**src/rtl/core/kms_pkg.sv**
```systemverilog
`timescale 1ns / 1ps
// ----------------------------------------------------------------------------
// kms_pkg
// Shared types and constants of the key membership set.
// ----------------------------------------------------------------------------
package kms_pkg;

	localparam int CAPACITY_DEF = 64;
	localparam int KEY_W        = 64;

	// Request kinds; the fourth code is a no-op.
	localparam logic [1:0] REQ_INSERT = 2'd0;
	localparam logic [1:0] REQ_ERASE  = 2'd1;
	localparam logic [1:0] REQ_QUERY  = 2'd2;

	typedef enum logic [1:0] {
		ST_IDLE,
		ST_SEARCH,
		ST_CLAIM,
		ST_HOLD
	} kms_state_t;

	// Token that walks the cell chain, one cell per cycle.
	// In a claim pass, hit marks that a slot has already been taken.
	typedef struct packed {
		logic              active;
		logic              claim;
		logic [1:0]        op;
		logic [KEY_W-1:0]  key;
		logic              hit;
		logic              free_seen;
	} kms_token_t;

endpackage

```
**src/rtl/core/kms_cell.sv**
```systemverilog
`timescale 1ns / 1ps
// ----------------------------------------------------------------------------
// kms_cell
// One slot of the set: holds a key and its valid bit, and registers the
// passing token on to the next cell.
// ----------------------------------------------------------------------------
module kms_cell (
	input  logic                clk,
	input  logic                arst_n,
	input  kms_pkg::kms_token_t tok_in,
	output kms_pkg::kms_token_t tok_out
);

	logic [kms_pkg::KEY_W-1:0] key_q;
	logic                      valid_q;
	kms_pkg::kms_token_t       tok_s1;
	kms_pkg::kms_token_t       tok_nxt;
	logic                      match;
	logic                      take;
	logic                      drop;

	always_comb begin
		match = valid_q && (key_q == tok_in.key);
		take  = tok_in.active && tok_in.claim && !tok_in.hit && !valid_q;
		drop  = tok_in.active && !tok_in.claim && match && (tok_in.op == kms_pkg::REQ_ERASE);
		tok_nxt = tok_in;
		if (tok_in.claim) begin
			tok_nxt.hit = tok_in.hit | take;
		end else begin
			tok_nxt.hit       = tok_in.hit | match;
			tok_nxt.free_seen = tok_in.free_seen | !valid_q;
		end
	end

	always_ff @(posedge clk or negedge arst_n) begin
		if (!arst_n) begin
			valid_q <= 1'b0;
			tok_s1  <= '0;
		end else begin
			if (take) begin
				valid_q <= 1'b1;
			end else if (drop) begin
				valid_q <= 1'b0;
			end
			tok_s1 <= tok_nxt;
		end
	end

	// key store: no reset
	always_ff @(posedge clk) begin
		if (take) begin
			key_q <= tok_in.key;
		end
	end

	assign tok_out = tok_s1;

endmodule

```
**config.mk**
```make
export PLATFORM = sky130hd
export DESIGN_NAME = kms_cell
export DESIGN_NICKNAME = d
export VERILOG_FILES = /design/src/rtl/core/kms_pkg.sv /design/src/rtl/core/kms_cell.sv
export SDC_FILE = /design/constraint.sdc
export NUM_CORES = 1
export LEC_CHECK = 0
export ABC_AREA = 0
export ABC_CLOCK_PERIOD_IN_PS = 8340
export BUFFER_PORTS_ARGS = -buffer_cell sky130_fd_sc_hd__buf_2
export CORE_MARGIN = 10
export CORE_UTILIZATION = 40
export DETAILED_ROUTE_END_ITERATION = 7
export GPL_ROUTABILITY_DRIVEN = 0
export HOLD_SLACK_MARGIN = 0.1
export PLACE_DENSITY = 0.73
export SYNTH_ARGS = -nofsm -noshare
export SYNTH_HDL_FRONTEND = slang
export SYNTH_SLANG_ARGS = --single-unit
```
**constraint.sdc**
```tcl
create_clock -name clk -period 8.34 [get_ports clk]
set_input_delay 0.417 -clock clk [delete_from_list [all_inputs] [get_ports clk]]
set_output_delay 0.417 -clock clk [all_outputs]
set_load 0.01 [all_outputs]
```
== Yosys cells after proc, flatten, opt, wreduce, memory -nomap -nowiden ==
Index checks and enable logic that the tools add are counted.
Word-level totals
  flip-flop bits (word level): 135
  bits in latches: 0
  RAM bits: 0
  memory bits (read-only): 0
  output and inout bits: 70
  memories: 0
Operators by class
  add/subtract/negate cells: 0
  $mul: 0
  div/mod/pow operators: 0
  $lt $le $gt $ge: 0
  equality and inequality tests: 2
  shift operators: 0
  multiplexer cells: 4
  bitwise operators: 3
  reduce and logical (&&, ||, !) cells: 11
Operators with widths (count)
  $eq A64 B64 Y1: 1
  $logic_and A1 B1 Y1: 7
  $mux W1: 4
  $logic_not A1 Y1: 3
  $or A1 B1 Y1: 3
  $eq A2 B1 Y1 const B: 1
  $reduce_bool A2 Y1: 1

== Logic depth before layout (Yosys ltp) ==
Gate-level depths: netlist (run 1).
  word-level depth: 6
  gate-level depth with buffers: 6
  gate-level depth less buffers: 6

== Worst setup path after synthesis (run 1) ==
Ideal clock, no wire load.
  path type: input to register
  from: in tok_in[1] (netlist bit)
  to: reg key_q[0] (netlist bit), enable pin
  library setup time: 0.654 ns
  arrival time: 6.736 ns
  required time: 7.686 ns
  slack: 0.950 ns
  stages: 1
  path buffers: 0
  path through: nor4bb_1
On the way
  cells in the longest elaborated chain, start to end: 3
RTL lines
  start, declared: RTL line kms_cell.sv:10  | input kms_pkg::kms_token_t tok_in,
  $logic_not A1 Y1: RTL line kms_cell.sv:24  | take = tok_in.active && tok_in.claim && !tok_in.hit && !valid_q;
  $logic_and A1 B1 Y1 (2 in a row): RTL line kms_cell.sv:24
  end signal, assigned: RTL line kms_cell.sv:52  | key_q <= tok_in.key;
  end, declared: RTL line kms_cell.sv:14  | logic [kms_pkg::KEY_W-1:0] key_q;
No other way between the ends.
A chain may end at the register's enable or synchronous reset.

== Worst setup path after layout (run 1) ==
  from: reg key_q[45] (netlist bit)
  to: reg valid_q
On the way
  cells in the longest elaborated chain, start to end: 5
RTL lines
  $eq A64 B64 Y1: RTL line kms_cell.sv:23  | match = valid_q && (key_q == tok_in.key);
  $logic_and A1 B1 Y1: RTL line kms_cell.sv:23
  $logic_and A1 B1 Y1 (2 in a row): RTL line kms_cell.sv:25  | drop = tok_in.active && !tok_in.claim && match && (tok_in.op == kms_pkg::REQ_ERASE);
  $reduce_bool A2 Y1 (no line)
  end signal, assigned: RTL line kms_cell.sv:37  | valid_q <= 1'b0;
  end signal, assigned: RTL line kms_cell.sv:41  | valid_q <= 1'b1;
  end signal, assigned: RTL line kms_cell.sv:43  | valid_q <= 1'b0;
  end, declared: RTL line kms_cell.sv:15  | logic valid_q;
No other way between the ends.

==> summary.txt, run 1 <==
Yosys
  • Area leader, netlist: edfxtp_1
  • YS warnings: 0
  • Seq/Total Area, Yosys: 80.74%
  • Synth Flop Type: dfrtp_1
  • Avg Inst Size Synth: 18.40 µm²
  • Post-synth top area share: 41.96%
  • Largest cells by area after synthesis: edfxtp_1 42%, dfrtp_1 39%, xor2_1 6.9%, xnor2_1 2.3%, nor4_1 1.1%
  • Mapped Cells: 249
  • Mapped cell area: 4581 µm²
  • Netlist cell types: 28
  • Yosys reg bits: 135
  • Post-synth top cells: 71 x dfrtp_1, 64 x edfxtp_1, 36 x xor2_1
  • Number of synthesized flops with an enable pin: 64
  • Count leader, synth: dfrtp_1
  • Syn_nets: 321
  • Synth async-reset ratio: 52.59%

Floorplanning
  • Die Ht: 127.0 µm
  • Width of the chip: 127.0 µm
  • CORE AREA: 11320 µm²
  • Starting Density: 40.46%
  • Core Rows: 39
  • Die area: 16130 µm²
  • I/O pin cnt: 142

Clock tree
  • Clock root buffer: clkbuf_16
  • Hold-fix buffers, CTS: 0
  • CTS buffer count: 17
  • Clock latency on the worst-skew pair: 0.41 ns
  • CTS sink count: 135
  • Clk buf depth: 2
  • H-tree Lvls: 4
  • Post-CTS Resized: 0
  • Buffers inserted by post-CTS timing repair: 0
  • CTS tree: built
  • Clock-pin transition on the worst setup and hold timing paths: 0.06 ns

Power and ir drop
  • Net Switching: 0.3300 mW
  • Seq pwr share: 48.4%
  • Maximum VDD drop: 138.7 µV
  • Leakage power: 2.606 nW
  • Clk network pwr share: 45.2%
  • Switch share: 21.73%
  • Int Power: 1.189 mW
  • Power Density: 250.7 nW/µm²
  • Comb pwr share: 6.3%

Routing
  • Post-detailed-routing wire length: 9.804 mm
  • Met2 wire length: 4.646 mm
  • DRT Pass-1 Iters: 4
  • DRC: 0
  • DR iter-0 viols: 122
  • DR WL/cell: 17.26 µm
  • Final ANT Viol Nets: 0
  • WL met3: 970 µm
  • Via density per instance: 4.556
  • Vias: 2588
  • Uppermost layer routed: met5
  • Met1 wire length: 4.023 mm

Final layout
  • Layout cell share with drive strength beyond 1: 44.58%
  • Final nets: 483
  • Non-filler cells, final: 568
  • Synthesis-to-finish area growth: 32.26%
  • Final core utilization: 53.51%

STA
  • Max-slew violations: 0
  • Slew margin rel.: 39.83%
  • Layout Skew: 0.006670 ns
  • Setup TNS Final: 0 ns
  • Final hold slack: 0.1281 ns
  • Fin. Hold Viols: 0
  • RSZ-0062 raised after global routing: no
  • Final Setup Violations: 0
  • Max frequency: 0.4980 GHz
  • Worst Tran Pin Value: 0.9025 ns
  • Final Cycle Share: 24.07%
  • Final Critical Period: 2.008 ns

GRT
  • Vias in the first global route: 2866
  • Global route overflow: 0
  • Initial antenna violation count: 3
  • First-pass GRT wire length: 15.27 mm
  • Tot GR Track Use: 12.42%
  • Pin count of the biggest net entering global routing: 72

Worst hold path
  • Cell count of the worst hold path: 1
  • Hold EP: tok_out[67]
  • Min-delay src: tok_in[67]
  • Type of the worst min-delay path: in -> reg

Placed design
  • Port Buf Inserts: 141
  • Post-DP HPWL: 7.289 mm
  • Placed cells: 535

Critical path
  • Crit-path max FO: 2
  • FF-to-FF End: valid_q
  • Crit Path Category: reg -> reg
  • WP data arrival: 2.31 ns
  • Reg2Reg Setup Slack: 6.33 ns
  • R2r worst-path depth: 6
  • Critical Path Source Type: flop
  • Reg-to-Reg Start: key_q[45]
  • Crit path capture type: flop
  • WP data required: 8.64 ns

Job
  • Max_cap viols: 0

Outcome
  • Status: finished clean
## cell type report
type | count | area, µm²
diodes | 1 | 2.502
clock buffers | 19 | 452.9
clock inverters | 13 | 105.1
fillers | 968 | 5263
inverters | 13 | 48.80
multi-input cells | 101 | 848.3
flip-flops and latches | 135 | 3699
well taps | 143 | 178.9
repair buffers | 143 | 723.2
## per-stage QoR
stage	area, µm²	setup slack, ns	total power, mW
final	6058	6.332	1.519
after global routing	6058	6.249	1.581
after CTS	6056	6.325	1.544
after detailed placement	5498	6.143	0.8477
after global placement	5498	6.204	0.8445
after floorplan	4581	0.9505	0.7851
## registers in the layout, summed over array words and instances, names as in the netlist
register  count
tok_out      70
key_q        64
valid_q       1
## metal layers
layer	track usage (%)	vias up
li1	-	1220
met1	13.97	1252
met2	18.50	96
met3	7.527	16
met4	5.693	4
met5	0	-
## critical path: stages (launching register included)
cell      delay [ns]
edfxtp_1        0.38
nor2b_1         0.16
a2111o_1        0.34
a2111o_1        0.41
nor4_2          0.29
nand4_1         0.13
a21o_1          0.19
## power by group through the flow
stage	clock (mW)	sequential [mW]	combinational [mW]
floorplan	0	0.760	0.0255
CTS	0.708	0.736	0.0997
finish	0.687	0.735	0.0960
global placement	0	0.748	0.0966
global route	0.736	0.738	0.107
detailed placement	0	0.748	0.0993
## how the worst max path moves through the flow
stage / start / to
4_1_cts: key_q[45] / valid_q
6_report: key_q[45] / valid_q
5_1_grt: key_q[45] / valid_q
3_3_place_gp: tok_in[20] / valid_q
2_1_floorplan: tok_in[1] / key_q[0]
3_5_place_dp: tok_in[22] / valid_q
## cells in the final DEF (no fill, tap or decap), types with 2 or more instances in the layout
master      instances
nor2_1              2
clkbuf_8            2
inv_2               3
nand4_2             3
nor4_1              8
nor2b_1             7
edfxtp_1           64
xor2_1             36
clkinv_1            2
nand4_1             3
a2111o_1            2
clkinv_2            6
a2111oi_0           2
inv_1               9
buf_4               3
clkinv_4            2
dfrtp_1            71
buf_2             140
clkinvlp_4          2
nand3_1             2
xnor2_1            12
and2b_2             4
nor4_2              2
a22o_1              2
o22ai_1             6
clkbuf_16          17
nand2_1             2
## kinds of logic after synthesis
family | synth area share, %
xor+xnor | 9.178
buf+inv | 1.065
simple gates | 6.009
compound gates | 3.005
flops | 80.74
No activity file was read; power rests on OpenSTA's default activity.
==> run 2: changes to the inputs <==
ABC_AREA = 1   (was 0)
ABC_CLOCK_PERIOD_IN_PS = 1700   (was 8340)
PLACE_DENSITY = 0.75   (was 0.73)
clock period = 1.7 ns   (was 8.34 ns; I/O delays follow)
==> run 2 against run 1 <==
  * Setup slack lost 6.1 ns
  * Clock skew shrank 0.0019 ns
  * Critical endpoint unchanged
  * Via count grew 37%
  * Critical path depth grew 4
  * Sequential power grew to 4.9 times the previous value
  * Critical path type unchanged
  * Largest cell class unchanged
  * Largest power group is now the clock network
  * Clock power grew to 5.3 times the previous value
==> summary.txt, run 2 <==
Floorplanning
  • Die Ht: 130.8 µm
  • Width of the chip: 130.8 µm
  • Starting Density: 40.85%
  • CORE AREA: 12010 µm²
  • Core Rows: 40
  • Die area: 17100 µm²
  • I/O pin cnt: 142

Routing
  • Post-detailed-routing wire length: 11.98 mm
  • Met1 wire length: 4.800 mm
  • DR WL/cell: 14.69 µm
  • DR iter-0 viols: 169
  • DRT Pass-1 Iters: 4
  • Uppermost layer routed: met4
  • Met2 wire length: 5.968 mm
  • DRC: 0
  • WL met3: 927 µm
  • Vias: 3556
  • Final ANT Viol Nets: 0
  • Via density per instance: 4.358

Clock tree
  • CTS tree: built
  • Hold-fix buffers, CTS: 71
  • Clock root buffer: clkbuf_16
  • Clock latency on the worst-skew pair: 0.41 ns
  • CTS buffer count: 17
  • CTS sink count: 135
  • Buffers inserted by post-CTS timing repair: 0
  • Clk buf depth: 2
  • Post-CTS Resized: 0
  • Clock-pin transition on the worst setup and hold timing paths: 0.06 ns
  • H-tree Lvls: 4

Yosys
  • Largest cells by area after synthesis: edfxtp_1 39%, dfrtp_1 36%, nand2_1 8.8%, inv_1 6.0%, nor2_1 3.8%
  • Seq/Total Area, Yosys: 75.37%
  • Synth async-reset ratio: 52.59%
  • Synth Flop Type: dfrtp_1
  • Number of synthesized flops with an enable pin: 64
  • Syn_nets: 494
  • Post-synth top cells: 115 x nand2_1, 79 x inv_1, 71 x dfrtp_1
  • Post-synth top area share: 39.16%
  • Mapped Cells: 422
  • Netlist cell types: 18
  • Avg Inst Size Synth: 11.63 µm²
  • Count leader, synth: nand2_1
  • Area leader, netlist: edfxtp_1
  • Yosys reg bits: 135
  • Mapped cell area: 4907 µm²
  • YS warnings: 0

Final layout
  • N_diodes: 0
  • Final nets: 729
  • Register Area: 3699 µm²
  • Final core utilization: 59.71%
  • Layout cell share with drive strength beyond 1: 26.16%
  • Fill cell count: 939
  • Synthesis-to-finish area growth: 46.15%
  • Multi-input gate area: 917.1 µm²
  • Final instance area: 7172 µm²
  • Most frequent cells in the layout: 140 x buf_2, 115 x nand2_1, 79 x inv_1, 71 x dlygate4sd3_1, 71 x dfrtp_1
  • Commonest non-fill, non-tap cell in the layout: buf_2
  • Max reg flops: 70

Critical path
  • Crit Path Category: reg -> reg
  • Reg2Reg Setup Slack: 0.27 ns
  • Crit path capture type: flop
  • Family with the most delay on the worst path: simple AND/OR/NAND/NOR gates
  • WP data arrival: 1.73 ns
  • R2r worst-path depth: 10
  • Critical path's largest stage delay: 0.38 ns
  • CP Cell Sequence: nor2_1 > nor2_1 > nor2_1 > nand2_1 > nor2_1 > nand2_1 > nor2_1 > nand4_1 > nand2_1 > nand2_1
  • Crit path top cell by count: nor2_1
  • Crit-path max FO: 2
  • Reg-to-Reg Start: key_q[20]
  • WP data required: 2.00 ns
  • Slowest cell on the critical path: edfxtp_1
  • Critical Path Source Type: flop
  • Crit path launch: key_q[20]
  • Worst Path Buf+Inv: 0
  • FF-to-FF End: valid_q

Placed design
  • Post-DP HPWL: 8.221 mm
  • Placed cell area: 5872 µm²
  • Dpl ws: 0.2430 ns
  • Port Buf Inserts: 141

Worst hold path
  • Type of the worst min-delay path: in -> async

GRT
  • First-pass GRT wire length: 18.89 mm
  • Global route overflow: 0
  • Vias in the first global route: 3676
  • Pin count of the biggest net entering global routing: 38
  • Initial antenna violation count: 0
  • Tot GR Track Use: 14.58%

STA
  • Fin. Hold Viols: 0
  • Final Critical Period: 1.425 ns
  • Max-slew violations: 0
  • Setup TNS Final: 0 ns
  • Final Cycle Share: 83.84%
  • Layout Skew: 0.004816 ns
  • Final Setup Violations: 0
  • Worst Tran Pin Value: 0.4913 ns
  • Final WS setup: 0.2748 ns
  • Slew margin rel.: 67.25%
  • RSZ-0062 raised after global routing: no
  • Max frequency: 0.7017 GHz

Job
  • Max_cap viols: 0

Power and ir drop
  • Maximum VDD drop: 956.1 µV
  • Leakage power: 3.438 nW
  • Power Density: 1098 nW/µm²
  • Overall Power: 7.875 mW

Outcome
  • Status: finished clean
## run 2: changes by cell type after synthesis, sizes merged, moves of 4 or more
cell,previous run,this run
inv,12,79
o22ai,6,0
xor2,36,3
and2b,4,0
nor2,2,51
nand2,2,115
nor4,10,0
o21ai,0,11
nor2b,7,0
## run 2: through the flow
step	hold WS (ns)	std cells
CTS	0.1994	816
global placement	0.08432	714
global route	0.2255	816
finish	0.1886	816
detailed placement	0.09693	714
floorplan	-0.2106	422
## run 2: cell type report
cell class | count | share of cell area, %
sequential | 135 | 51.57
clock inverter | 9 | 1.745
tap | 147 | 2.565
multi-input combinational | 208 | 12.79
clock buffer | 22 | 6.472
timing repair buffer | 216 | 20.73
inverter | 79 | 4.135
## run 2: how the worst max path moves through the flow
stage               endpoint  cells after the start
CTS                  valid_q                     10
global route         valid_q                     10
detailed placement   valid_q                     10
finish               valid_q                     10
floorplan           key_q[0]                      2
global placement     valid_q                     10
## run 2: power breakdown
| group | leakage [nW] | total, mW | switching (mW) | internal [mW] |
|---|---|---|---|---|
| clock | 0.277 | 3.64 | 1.28 | 2.36 |
| combinational | 1.76 | 0.635 | 0.330 | 0.305 |
| sequential | 1.40 | 3.60 | 0.0391 | 3.56 |
| total | 3.44 | 7.87 | 1.65 | 6.23 |
## run 2: layer usage
metal  track usage (%)  vias up
li1                  -     1780
met1             16.73     1647
met2             23.13      106
met3             6.487       23
met4             6.475        0
met5                 0        -
## run 2: cell families after synthesis
logic type	after synthesis	synth area share (%)
buf+inv	79	6.043
simple gates	182	14.81
compound gates	12	1.275
xor+xnor	14	2.499
flops	135	75.37
## run 2: worst register-to-register path: stages, from the launching register on
cell	delay, ns
edfxtp_1	0.38
nor2_1	0.11
nor2_1	0.06
nor2_1	0.10
nand2_1	0.08
nor2_1	0.12
nand2_1	0.06
nor2_1	0.19
nand4_1	0.12
nand2_1	0.07
nand2_1	0.05
