### src/rtl/core/kms_pkg.sv
`timescale 1ns / 1ps
// ----------------------------------------------------------------------------
// kms_pkg
// Shared types and constants of the key membership set.
// ----------------------------------------------------------------------------
package kms_pkg;

	localparam int CAPACITY_DEF = 64;
	localparam int KEY_W        = 64;

	// Request kinds; the fourth code is a no-op.
	localparam logic [1:0] REQ_INSERT = 2'd0;
	localparam logic [1:0] REQ_ERASE  = 2'd1;
	localparam logic [1:0] REQ_QUERY  = 2'd2;

	typedef enum logic [1:0] {
		ST_IDLE,
		ST_SEARCH,
		ST_CLAIM,
		ST_HOLD
	} kms_state_t;

	// Token that walks the cell chain, one cell per cycle.
	// In a claim pass, hit marks that a slot has already been taken.
	typedef struct packed {
		logic              active;
		logic              claim;
		logic [1:0]        op;
		logic [KEY_W-1:0]  key;
		logic              hit;
		logic              free_seen;
	} kms_token_t;

endpackage

### src/rtl/core/kms_ctrl.sv
`timescale 1ns / 1ps
// ----------------------------------------------------------------------------
// kms_ctrl
// Request sequencer: launches search and claim passes into the chain,
// decodes the returning token and drives the output register.
// ----------------------------------------------------------------------------
module kms_ctrl (
	input  logic                      clk,
	input  logic                      arst_n,
	input  logic                      in_valid,
	output logic                      in_ready,
	input  logic [1:0]                req_type,
	input  logic [kms_pkg::KEY_W-1:0] req_key,
	output logic                      out_valid,
	input  logic                      out_ready,
	output logic                      present,
	output logic                      full_error,
	output kms_pkg::kms_token_t       head_tok,
	input  kms_pkg::kms_token_t       tail_tok
);

	kms_pkg::kms_state_t state_q, state_nxt;
	logic out_valid_q;
	logic present_q, full_error_q;
	logic res_present_q, res_full_q;
	logic fin, fin_present, fin_full;
	logic load, load_present, load_full;
	logic hold_save;
	logic new_key;

	always_ff @(posedge clk or negedge arst_n) begin
		if (!arst_n) begin
			state_q     <= kms_pkg::ST_IDLE;
			out_valid_q <= 1'b0;
		end else begin
			state_q <= state_nxt;
			if (load) begin
				out_valid_q <= 1'b1;
			end else if (out_ready) begin
				out_valid_q <= 1'b0;
			end
		end
	end

	always_ff @(posedge clk) begin
		if (load) begin
			present_q    <= load_present;
			full_error_q <= load_full;
		end
		if (hold_save) begin
			res_present_q <= fin_present;
			res_full_q    <= fin_full;
		end
	end

	always_comb begin
		state_nxt    = state_q;
		in_ready     = 1'b0;
		head_tok     = '0;
		fin          = 1'b0;
		fin_present  = 1'b0;
		fin_full     = 1'b0;
		load         = 1'b0;
		load_present = 1'b0;
		load_full    = 1'b0;
		hold_save    = 1'b0;
		new_key      = (tail_tok.op == kms_pkg::REQ_INSERT) && !tail_tok.hit;
		case (state_q)
			kms_pkg::ST_IDLE: begin
				in_ready        = 1'b1;
				head_tok.active = in_valid;
				head_tok.op     = req_type;
				head_tok.key    = req_key;
				if (in_valid) begin
					state_nxt = kms_pkg::ST_SEARCH;
				end
			end
			kms_pkg::ST_SEARCH: begin
				if (tail_tok.active) begin
					if (new_key && tail_tok.free_seen) begin
						head_tok.active = 1'b1;
						head_tok.claim  = 1'b1;
						head_tok.op     = tail_tok.op;
						head_tok.key    = tail_tok.key;
						state_nxt       = kms_pkg::ST_CLAIM;
					end else begin
						fin         = 1'b1;
						fin_present = (tail_tok.op == kms_pkg::REQ_QUERY) && tail_tok.hit;
						fin_full    = new_key && !tail_tok.free_seen;
					end
				end
			end
			kms_pkg::ST_CLAIM: begin
				if (tail_tok.active) begin
					fin = 1'b1;
				end
			end
			kms_pkg::ST_HOLD: begin
				if (!out_valid_q || out_ready) begin
					load         = 1'b1;
					load_present = res_present_q;
					load_full    = res_full_q;
					state_nxt    = kms_pkg::ST_IDLE;
				end
			end
			default: begin
				state_nxt = kms_pkg::ST_IDLE;
			end
		endcase
		if (fin) begin
			if (!out_valid_q || out_ready) begin
				load         = 1'b1;
				load_present = fin_present;
				load_full    = fin_full;
				state_nxt    = kms_pkg::ST_IDLE;
			end else begin
				hold_save = 1'b1;
				state_nxt = kms_pkg::ST_HOLD;
			end
		end
	end

	assign out_valid  = out_valid_q;
	assign present    = present_q;
	assign full_error = full_error_q;

endmodule

### config.mk
export PLATFORM = sky130hd
export DESIGN_NAME = kms_ctrl
export DESIGN_NICKNAME = d
export VERILOG_FILES = /design/src/rtl/core/kms_pkg.sv /design/src/rtl/core/kms_ctrl.sv
export SDC_FILE = /design/constraint.sdc
export NUM_CORES = 1
export LEC_CHECK = 0
export BUFFER_PORTS_ARGS = -buffer_cell sky130_fd_sc_hd__buf_2
export CAP_MARGIN = 20
export CORE_AREA = 2 2 82 84
export CTS_BUF_LIST = sky130_fd_sc_hd__clkbuf_16
export CTS_CLUSTER_SIZE = 25
export DETAILED_ROUTE_END_ITERATION = 8
export DIE_AREA = 0 0 84 86
export GPL_ROUTABILITY_DRIVEN = 1
export PLACE_DENSITY_LB_ADDON = 0.08
export SLEW_MARGIN = 20
export SYNTH_ARGS = -nofsm -noshare
export SYNTH_HDL_FRONTEND = slang
export SYNTH_SLANG_ARGS = --single-unit
### constraint.sdc
create_clock -name clk -period 2.3 [get_ports clk]
set_input_delay 0.23 -clock clk [delete_from_list [all_inputs] [get_ports clk]]
set_output_delay 0.23 -clock clk [all_outputs]
set_load 0.02 [all_outputs]
# Word-level counts from Yosys, hierarchy flattened
# Index checks and enable logic that the tools add are counted.
totals:
  ff_bits: 7
  latchBits: 0
  ram_bits: 0
  mem_bits_ro: 0
  in_bits: 140
  output_inout_bits: 74
  n_memories: 0
op_classes:
  n_addsub: 0
  n_mul: 0
  div: 0
  n_lt_le_gt_ge: 0
  eq_ne: 8
  n_shift: 0
  muxes: 39
  bitwise: 0
  n_reduce_logical: 13
op_table:
  columns: ["cell", "n"]
  rows:
  - ["two-way mux 68 bit", 2]
  - ["case mux 66 bit (2 select lines)", 1]
  - ["two-way mux 1 bit", 27]
  - ["two-way mux 2 bit", 6]
  - ["inequality test 3 bit (second input constant)", 4]
  - ["equality test 2 bit (second input constant)", 3]
  - ["case mux 2 bit (3 select lines)", 1]
  - ["AND reduction 5 bit", 1]
  - ["logical AND 1 bit", 4]
  - ["zero test 2 bit", 2]
  - ["case mux 1 bit (2 select lines)", 2]
  - ["nonzero test 4 bit", 1]
  - ["zero test 1 bit", 3]
  - ["equality test 2 x 1 -> 1 bit (second input constant)", 1]
  - ["nonzero test 2 bit", 1]
  - ["logical OR 1 bit", 1]

# Longest topological paths before layout
# Gate-level depths: netlist of the first run.
depth:
  depth_word: 8
  mapped_depth: 7

# Least setup slack after synthesis of the first run
# No wires, ideal clock.
synth_path:
  path_type: "reg-to-output"
  startpoint: "reg state_q[1]"
  endpoint: "out head_tok[36] in the netlist's numbering"
  t_arrival_ps: 1849
  required_ps: 2070
  slack_ps: 221
  path_stages_with_launch: 7
  path_buffers: 1
  path_cell_list: "dfrtp_1 inv_1 ha_1 nand2_1 nor3_1 clkbuf_1 a22o_1"
synth_lines:
  columns: ["item", "line", "rtl"]
  rows:
  - ["from (decl)", "kms_ctrl.sv:22", "kms_pkg::kms_state_t state_q, state_nxt;"]
  - ["from (signal assigned)", "kms_ctrl.sv:33", "state_q <= kms_pkg::ST_IDLE;"]
  - ["from (signal assigned)", "kms_ctrl.sv:36", "state_q <= state_nxt;"]
  - ["to (decl)", "kms_ctrl.sv:18", "output kms_pkg::kms_token_t head_tok,"]

==> results of run 1 <==
==> layout by cell type, fill, tap and decap left out, types with 2 or more instances in the layout <==
| master | netlist | layout |
|---|---|---|
| buf_2 | 5 | 210 |
| a22o_1 | 64 | 64 |
| nand2_1 | 6 | 6 |
| nor2_1 | 5 | 5 |
| nand3_1 | 4 | 4 |
| ha_1 | 5 | 4 |
| clkbuf_16 | 0 | 4 |
| edfxtp_1 | 4 | 4 |
| buf_4 | 2 | 4 |
| inv_1 | 3 | 3 |
| nor2b_1 | 3 | 3 |
| a21oi_1 | 3 | 3 |
| dfrtp_1 | 3 | 3 |
| and2_1 | 2 | 2 |
| nor3_1 | 3 | 2 |
| nand2b_1 | 2 | 2 |
| a221oi_1 | 2 | 2 |
| conb_1 | 1 | 2 |
==> metrics by stage <==
step / hold slack (ns) / setup slack, ns / area [µm²]
finish: 0.3282 / 0.06983 / 2451
global route: 0.3409 / -0.003657 / 2451
CTS: 0.3299 / 0.01224 / 2384
detailed placement: 0.03431 / 0.2566 / 2295
global placement: 0.03555 / 0.2705 / 2295
floorplan: -0.06559 / 0.2206 / 1164
==> state kept, by name, indices dropped and copies added (netlist names) <==
register and count:
res_full_q 1, present 1, out_valid 1, res_present_q 1, state_q 2, full_error 1
==> how the worst max path moves through the flow <==
stage              endpoint  slack (ns)
6_report       head_tok[36]        0.07
5_1_grt        head_tok[45]      -0.004
4_1_cts        head_tok[29]        0.01
3_5_place_dp   head_tok[29]        0.26
3_3_place_gp   head_tok[29]        0.27
2_1_floorplan  head_tok[36]        0.22
==> metal layers <==
metal,wire length [µm],vias up,GRT usage
met3,526,8,0.03754
met5,0,-,0
met1,2457,891,0.1775
met4,86,0,0.03519
met2,3689,111,0.3025
li1,-,966,-
==> critical path, stage by stage (launching register included) <==
cell     delay (ns)
dfrtp_1        0.41
inv_2          0.11
ha_1           0.18
nand2_1        0.13
nor3_4         0.23
buf_12         0.14
buf_8          0.22
a22o_1         0.16
buf_2          0.17
==> cell type report <==
class	instances	area, µm²	area share
Clock buffer	3	75.07	0.03063
Multi-Input combinational cell	111	907.1	0.3701
Sequential cell	7	195.2	0.07963
Tap cell	77	96.34	0.03931
Timing Repair Buffer	219	1162	0.4742
Clock inverter	1	3.754	0.001531
Inverter	3	11.26	0.004594
==> kinds of logic (layout without fill, tap and decap cells) <==
kind of cell	count (synthesis)	in the layout	synth area share
AO/OA/AOI/OAI	74	74	0.5599
adder cells (fa/ha/maj)	5	5	0.05394
buffers and inverters	19	226	0.07334
flip-flops	7	7	0.1683
other	1	2	0.003233
AND/OR/NAND/NOR	30	30	0.1413
==> report_power, final <==
group          switching, mW  internal, mW  total, mW  leakage, nW
Sequential            0.0365         0.201      0.238       0.0689
Combinational           1.10         0.771       1.87         1.34
Clock                 0.0648         0.226      0.291       0.0423
==> what timing repair did <==
item,4_1_cts,5_1_grt
hold buffers,1,0
setup buffers,0,1
endpoints found under the hold margin,3,0
gates resized for setup,0,5
setup endpoints to repair,0,63
==> impl_results.md, run 1 <==
- Outcome: complete, no violations
- CTS tree: built
- Fin crit period: 2.230 ns
- First-pass GRT wire length: between 9 and 10 mm
- Antenna cells: 0
- Post-synth ARST share: 0.4286
- Core area: 6277 µm²
- Crit path launch type: register
- Die area: roughly 7200 µm²
- Largest net degree at the start of global routing: 65
- Final period util: 0.9696
- Setup TNS after final layout: 0 ns
- Synth area leader: a22o_1
- Reg2Reg Setup Slack: 0.47 ns
- Top post-synthesis cells by count: a22o_1 (64), clkbuf_1 (9), nand2_1 (6)
- Clk_skew: between 0.0009 and 0.001 ns
- Clock sinks: 7
- DRT iter0 DRCs: 52
- Util after Layout: 0.3905
- Number of synthesized register bits: 7
- Required @ worst endpoint: 2.07 ns
- Worst-path clk slew: 0.04 ns
- GPL Wtd Cong: 0.7249
- Crit-path max FO: 32
- Critical Path End Type: output pin
- Synth cell types: 28
- Drt wl/cell: 16.05 µm
- RR Endpoint: state_q[1]
- Via/cell ratio: around 4.7
- DRC: 0
- Clk buf depth: 2
- Top FF cell, synth: edfxtp_1
- Post-synthesis cell count: between 100 and 150
- Area contributors post-synth: a22o_1 (48%), edfxtp_1 (10%), dfrtp_1 (6.5%), ha_1 (5.4%), clkbuf_1 (2.9%)
- Number of flops mapped to enable cells by yosys: 4
- FMAX: 448.4 MHz
- CTS buffer count: 3
- Final hold vios: 0
- Fill cells: 662
- Initial antenna violation count: 0
- IO Count: 214
- H-tree depth: 1
- Crit path from: state_q[1]
- Power density cells: 979.8 nW/µm²
- Crit Path Class: reg2out
- Area of the mapped netlist: approximately 1200 µm²
- Rel. slew slack: 0.6410
- Total power: 2.402 mW
- Post-Layout Cell Count: 421
- Drt first pass iters: 4
- Initial Utilization: 0.1848
- Setup violations, final: 0
- Row Count: 29
- Worst Hold Class: in2async
- Worst-skew pair later-pin latency: ~0.23 ns
- DRT antenna net count: 0
- Max-cap violation count: 0
- Worst Reg-to-Reg Cells: 5
- Port Buffers: 210
- Syn avg cell area: roughly 8.5 µm²
- Area delta synth->final: 111.3%
- Worst r2r src: state_q[0]
- Layout net count: 490
- Share of the synthesized area in the top cell type: 0.4833
- Share of cells above drive strength 1: 0.6599
- Grt ovf: 0
- Worst Path Arrival: 2.00 ns
- Clock root buffer: clkbuf_16
- WL final: 6.759 mm
- Seq/Total Area, Yosys: 0.1683
- Synth warn: 0
- Worst-Margin Slew: 0.5311 ns
- Final Max Slew Viols: 0
- Worst vdd ir: 0.6778 mV
- Chip Width: 84 µm
- Leak: 1.454 nW
- Detailed placement HPWL: between 5 and 6 mm
- Via count: 1976
- Total track usage: 0.1582
- Number of global-route vias before repair: between 1500 and 2000
- Top-count cell post-synth: a22o_1
- DP Cell Count: 413
- Die height: 86 µm
No activity file was read; power rests on OpenSTA's default activity.
==> run 2: changes to the inputs <==
--- a/config.mk
+++ b/config.mk
@@ -7,11 +7,11 @@
 export LEC_CHECK = 0
 export BUFFER_PORTS_ARGS = -buffer_cell sky130_fd_sc_hd__buf_2
 export CAP_MARGIN = 20
-export CORE_AREA = 2 2 82 84
+export CORE_AREA = 8 8 77 79
 export CTS_BUF_LIST = sky130_fd_sc_hd__clkbuf_16
 export CTS_CLUSTER_SIZE = 25
 export DETAILED_ROUTE_END_ITERATION = 8
-export DIE_AREA = 0 0 84 86
+export DIE_AREA = 0 0 85 87
 export GPL_ROUTABILITY_DRIVEN = 1
 export PLACE_DENSITY_LB_ADDON = 0.08
 export SLEW_MARGIN = 20
==> run 2 against run 1 <==
Against the previous run:
- cell count shrank 5.0%
- die area grew 2.4%
- clock skew grew 0.0040 ns
- combinational power is essentially flat
- first-iteration DRC count shrank 1.9%
- core utilization grew 11 points
- global-route usage grew 0.95 points
- sequential power is essentially flat
==> impl_results.md, run 2 (synthesis gave the netlist of run 1 again) <==
- Outcome: complete, no violations
- Worst Path Arrival: 1.95 ns
- Largest net degree at the start of global routing: 67
- Leak: 1.446 nW
- IO Count: 214
- Row Count: 26
- Worst Hold Class: in2async
- First-pass GRT wire length: 9.949 mm
- Setup TNS after final layout: 0 ns
- Via count: 1969
- Crit path launch type: register
- Detailed placement HPWL: 6.086 mm
- Worst vdd ir: ~0.34 mV
- Initial Utilization: 0.2393
- Reg2Reg Setup Slack: roughly 0.48 ns
- Grt ovf: 0
- Clock sinks: 7
- Via/cell ratio: 4.923
- Final hold vios: 0
- Commonest non-fill, non-tap cell in the layout: buf_2
- Final period util: 0.9488
- Final Max Slew Viols: 0
- Port Buffers: 210
- Worst-skew pair later-pin latency: 0.23 ns
- Total track usage: 0.1678
- Initial antenna violation count: 1
- Worst-path clk slew: around 0.04 ns
- H-tree depth: 1
- Power density cells: slightly below 1000 nW/µm²
- WL final: 7.491 mm
- Worst-Margin Slew: 0.4878 ns
- Core area: ~4800 µm²
- Clock root buffer: clkbuf_16
- Share of cells above drive strength 1: 0.6618
- Drt wl/cell: between 15 and 20 µm
- Required @ worst endpoint: around 2.1 ns
- Critical Path End Type: output pin
- Crit Path Class: reg2out
- Setup violations, final: 0
- Max reg flops: 2
- Die height: 87 µm
- Total power: 2.390 mW
- CTS buffer count: 3
- Most frequent cells in the layout: buf_2 (210), a22o_1 (64), nor2_1 (5), nand2_1 (5)
- DRT iter0 DRCs: slightly above 50
- RSZ-0062 raised after global routing: yes
- Layout net count: 489
- Crit-path max FO: 16
- CTS tree: built
- Clk buf depth: 2
- Max-cap violation count: 0
- Die area: 7395 µm²
- Fin crit period: between 2 and 2.5 ns
- FMAX: 458.2 MHz
- Chip Width: 85 µm
- DRC: 0
- Clk_skew: 0.004897 ns
- Largest Register: state_q
- Rel. slew slack: 0.6702
- Area delta synth->final: 107.2%
- GPL Wtd Cong: around 0.83
- Number of global-route vias before repair: 1987
- Drt first pass iters: 4
- DRT antenna net count: 0
==> run 2: cell types whose count changed in the layout (fill, tap and decap cells not counted) <==
| cell | previous run | this run |
|---|---|---|
| buf_12 | 1 | 0 |
| buf_6 | 1 | 0 |
| buf_8 | 1 | 2 |
| diode_2 | 0 | 1 |
| ha_2 | 0 | 1 |
| ha_4 | 1 | 0 |
| nand2_1 | 6 | 5 |
| nand2_2 | 0 | 1 |
==> run 2: final timing paths <==
check / cells past startpoint / end / start
max: 8 / head_tok[22] / state_q[1]
min: 2 / out_valid / arst_n
max reg2reg: 5 / state_q[0] / state_q[0]
min reg2reg: 2 / out_valid / out_valid
max in group asynchronous: 2 / state_q[1] / arst_n
min in group clk: 2 / res_full_q / tail_tok[0]
==> run 2: metal layers <==
metal  track usage  vias to the layer above  wire length, µm
met4       0.04693                        0              120
met3       0.08585                        9              821
met5             0                        -                0
li1              -                      968                -
met2        0.3125                       96             3963
met1        0.1569                      896             2586
==> run 2: cell type report <==
cell class / instances / area, µm²
fill: 490 / 2444
inverter: 3 / 11.26
clock inverter: 1 / 3.754
sequential: 7 / 195.2
tap: 56 / 70.07
timing repair buffer: 218 / 1146
clock buffer: 3 / 75.07
multi-input combinational: 111 / 899.6
antenna: 1 / 2.502
==> run 2: power by group <==
group	switching, mW	internal [mW]	total (mW)
logic	1.11	0.750	1.86
clock network	0.0692	0.226	0.296
registers	0.0358	0.201	0.237
total	1.21	1.18	2.39
==> run 2: through the flow <==
step,instances,area [µm²],hold slack (ns),setup slack [ns],util
after floorplan,137,1164,-0.06559,0.2206,-
after global placement,391,2261,0.03309,0.3219,0.4664
after detailed placement,391,2261,0.03068,0.3369,0.4664
after CTS,396,2350,0.3298,0.08793,0.4848
after global routing,400,2404,0.3494,-0.01503,0.4959
final,400,2404,0.3225,0.1178,0.4959
==> run 2: timing repair <==
action	CTS	global route
endpoints found under the hold margin	3	0
resized for setup	0	6
hold buffers	1	0
setup buffers	0	1
endpoints found under the setup margin	0	17
==> run 2: critical path: stages (launching register included) <==
cell and delay, ns:
dfrtp_1 0.41, inv_2 0.10, ha_1 0.18, nand2_2 0.10
nor3_4 0.30, buf_4 0.18, buf_8 0.15, a22o_1 0.13
buf_2 0.17
==> run 3: changes to the inputs <==
--- a/config.mk
+++ b/config.mk
@@ -8,7 +8,7 @@
 export BUFFER_PORTS_ARGS = -buffer_cell sky130_fd_sc_hd__buf_2
 export CAP_MARGIN = 20
 export CORE_AREA = 8 8 77 79
-export CTS_BUF_LIST = sky130_fd_sc_hd__clkbuf_16
+export CTS_BUF_LIST = sky130_fd_sc_hd__clkbuf_2 sky130_fd_sc_hd__clkbuf_4 sky130_fd_sc_hd__clkbuf_8
 export CTS_CLUSTER_SIZE = 25
 export DETAILED_ROUTE_END_ITERATION = 8
 export DIE_AREA = 0 0 85 87
==> run 3 against run 2 <==
Against the previous run:
- clock power down 38%
- count of clock-buffer cells in the layout up 1
- core utilization down 0.62 points
- critical path type unchanged
==> impl_results.md, run 3 (synthesis gave the netlist of run 1 again) <==
- Clock root buffer: clkbuf_8
- CTS tree: built
- Crit-path cells: inv_2 > ha_1 > nand2_2 > nor3_4 > buf_4 > buf_8 > a22o_1 > buf_2
- Worst path slowest cell: dfrtp_1
- Drt first pass iters: 4
- Layout net count: a little under 500
- Critical Path End Type: output pin
- Final period util: 0.9460
- Clk_skew: around 0.003 ns
- Placement Cell Area: 2261 µm²
- Most frequent cells in the layout: buf_2 (210), a22o_1 (64), nor2_1 (5), nand2_1 (5)
- Row Count: 26
- Max reg flops: 2
- Core area: approximately 4800 µm²
- FMAX: 459.6 MHz
- Worst vdd ir: approximately 0.35 mV
- CTS buffer count: 3
- Outcome: complete, no violations
- DRT antenna net count: 0
- Worst path top cell family by delay: buffers and inverters
- Grt ovf: 0
- Seq pwr share: 0.104
- Fin crit period: 2.176 ns
- Clk buf depth: 2
- Final Max Slew Viols: 0
- Cell area after layout: around 2400 µm²
- Crit path buf inv count: 4
- First-pass GRT wire length: 9.901 mm
- Via count: roughly 2000
- Worst-Margin Slew: slightly below 0.5 ns
- Fill cells: 490
- Area delta synth->final: 104.6%
- Setup TNS after final layout: 0 ns
- Share of cells above drive strength 1: 0.6647
- Via/cell ratio: 4.930
- Max stage delay on crit path: 0.41 ns
- DRT iter0 DRCs: between 40 and 50
- Largest net degree at the start of global routing: 67
- Power density cells: between 900 and 1000 nW/µm²
- Number of global-route vias before repair: 1974
- Rel. slew slack: 0.6701
- Crit-path max FO: 16
- Crit path launch type: register
- Port Buffers: 210
- Detailed placement HPWL: between 6 and 7 mm
- Final worst slack: 0.1242 ns
- RSZ-0062 raised after global routing: yes
- Worst-skew pair later-pin latency: 0.23 ns
- Util after Layout: 0.4897
- Sw Pwr: 1.191 mW
- Pint: approximately 1.1 mW
- WL final: between 7 and 8 mm
- Max-cap violation count: 0
- Comb power frac: 0.815
- Sw frac: 0.5240
- Leak: about 1.4 nW
- Largest Register: state_q
- H-tree depth: 1
- Worst Hold Class: in2async
- Clock sinks: 7
- Setup violations, final: 0
- Worst-path clk slew: 0.04 ns
- Clock network power share: 0.081
- Initial antenna violation count: 1
- Die area: 7395 µm²
- Initial Utilization: 0.2393
- GPL Wtd Cong: 0.8334
- IO Count: 214
- Required @ worst endpoint: 2.07 ns
- DRC: 0
- Dpl ws: 0.3369 ns
- Worst Path Arrival: a little under 2 ns
- Chip Width: 85 µm
- Final hold vios: 0
- Fin Hold WS: 0.3273 ns
- Total track usage: 0.1666
- Die height: ~87 µm
- Drt wl/cell: between 15 and 20 µm
- Crit Path Class: reg2out
- Commonest non-fill, non-tap cell in the layout: buf_2
## run 3: cell count changes in the layout (fill, tap and decap cells not counted)
cell,change
clkbuf_16,-3
inv_1,-1
clkbuf_4,+1
clkbuf_8,+3
## run 3: power groups by stage
stage | clock network [mW] | registers, mW | logic, mW
finish | 0.185 | 0.236 | 1.85
detailed placement | 0 | 0.235 | 1.85
global route | 0.195 | 0.247 | 2.00
global placement | 0 | 0.234 | 1.86
floorplan | 0 | 0.265 | 1.21
CTS | 0.188 | 0.234 | 1.86
## run 3: area by class of cell
class / count / area [µm²] / share of cell area
Timing Repair Buffer: 218 / 1146 / 0.4829
Tap cell: 56 / 70.07 / 0.02952
Inverter: 3 / 11.26 / 0.004744
Antenna cell: 1 / 2.502 / 0.001054
Multi-Input combinational cell: 111 / 899.6 / 0.3790
Sequential cell: 7 / 195.2 / 0.08223
Clock buffer: 4 / 48.80 / 0.02056
## run 3: path summary, 6_finish.rpt
path	startpoint	end	slack, ns	cells after the start
worst min-delay path	arst_n	out_valid	0.33	2
min in group clk	tail_tok[66]	res_present_q	0.35	2
worst min register to register	out_valid	out_valid	0.58	2
worst max register to register	state_q[0]	state_q[0]	0.47	5
worst max-delay path	state_q[1]	head_tok[22]	0.12	8
max in group asynchronous	arst_n	state_q[0]	1.86	2
## run 3: routing by layer
layer | part of all wire | global-route usage | routed length (µm)
met5 | 0 | 0 | 0
met4 | 0.016 | 0.04693 | 120
met3 | 0.11 | 0.08585 | 818
met2 | 0.53 | 0.3082 | 3909
met1 | 0.35 | 0.1569 | 2559
## run 3: what timing repair did
item | in CTS | in global routing
endpoints found under the hold margin | 3 | 0
hold buffers | 1 | 0
gates resized for setup | 0 | 6
setup buffers | 0 | 1
setup endpoints to repair | 0 | 27
## run 3: stage by stage
stage	total power, mW	instances
2_1_floorplan	1.473	137
3_3_place_gp	2.092	391
3_5_place_dp	2.084	391
4_1_cts	2.283	396
5_1_grt	2.439	400
6_report	2.273	400
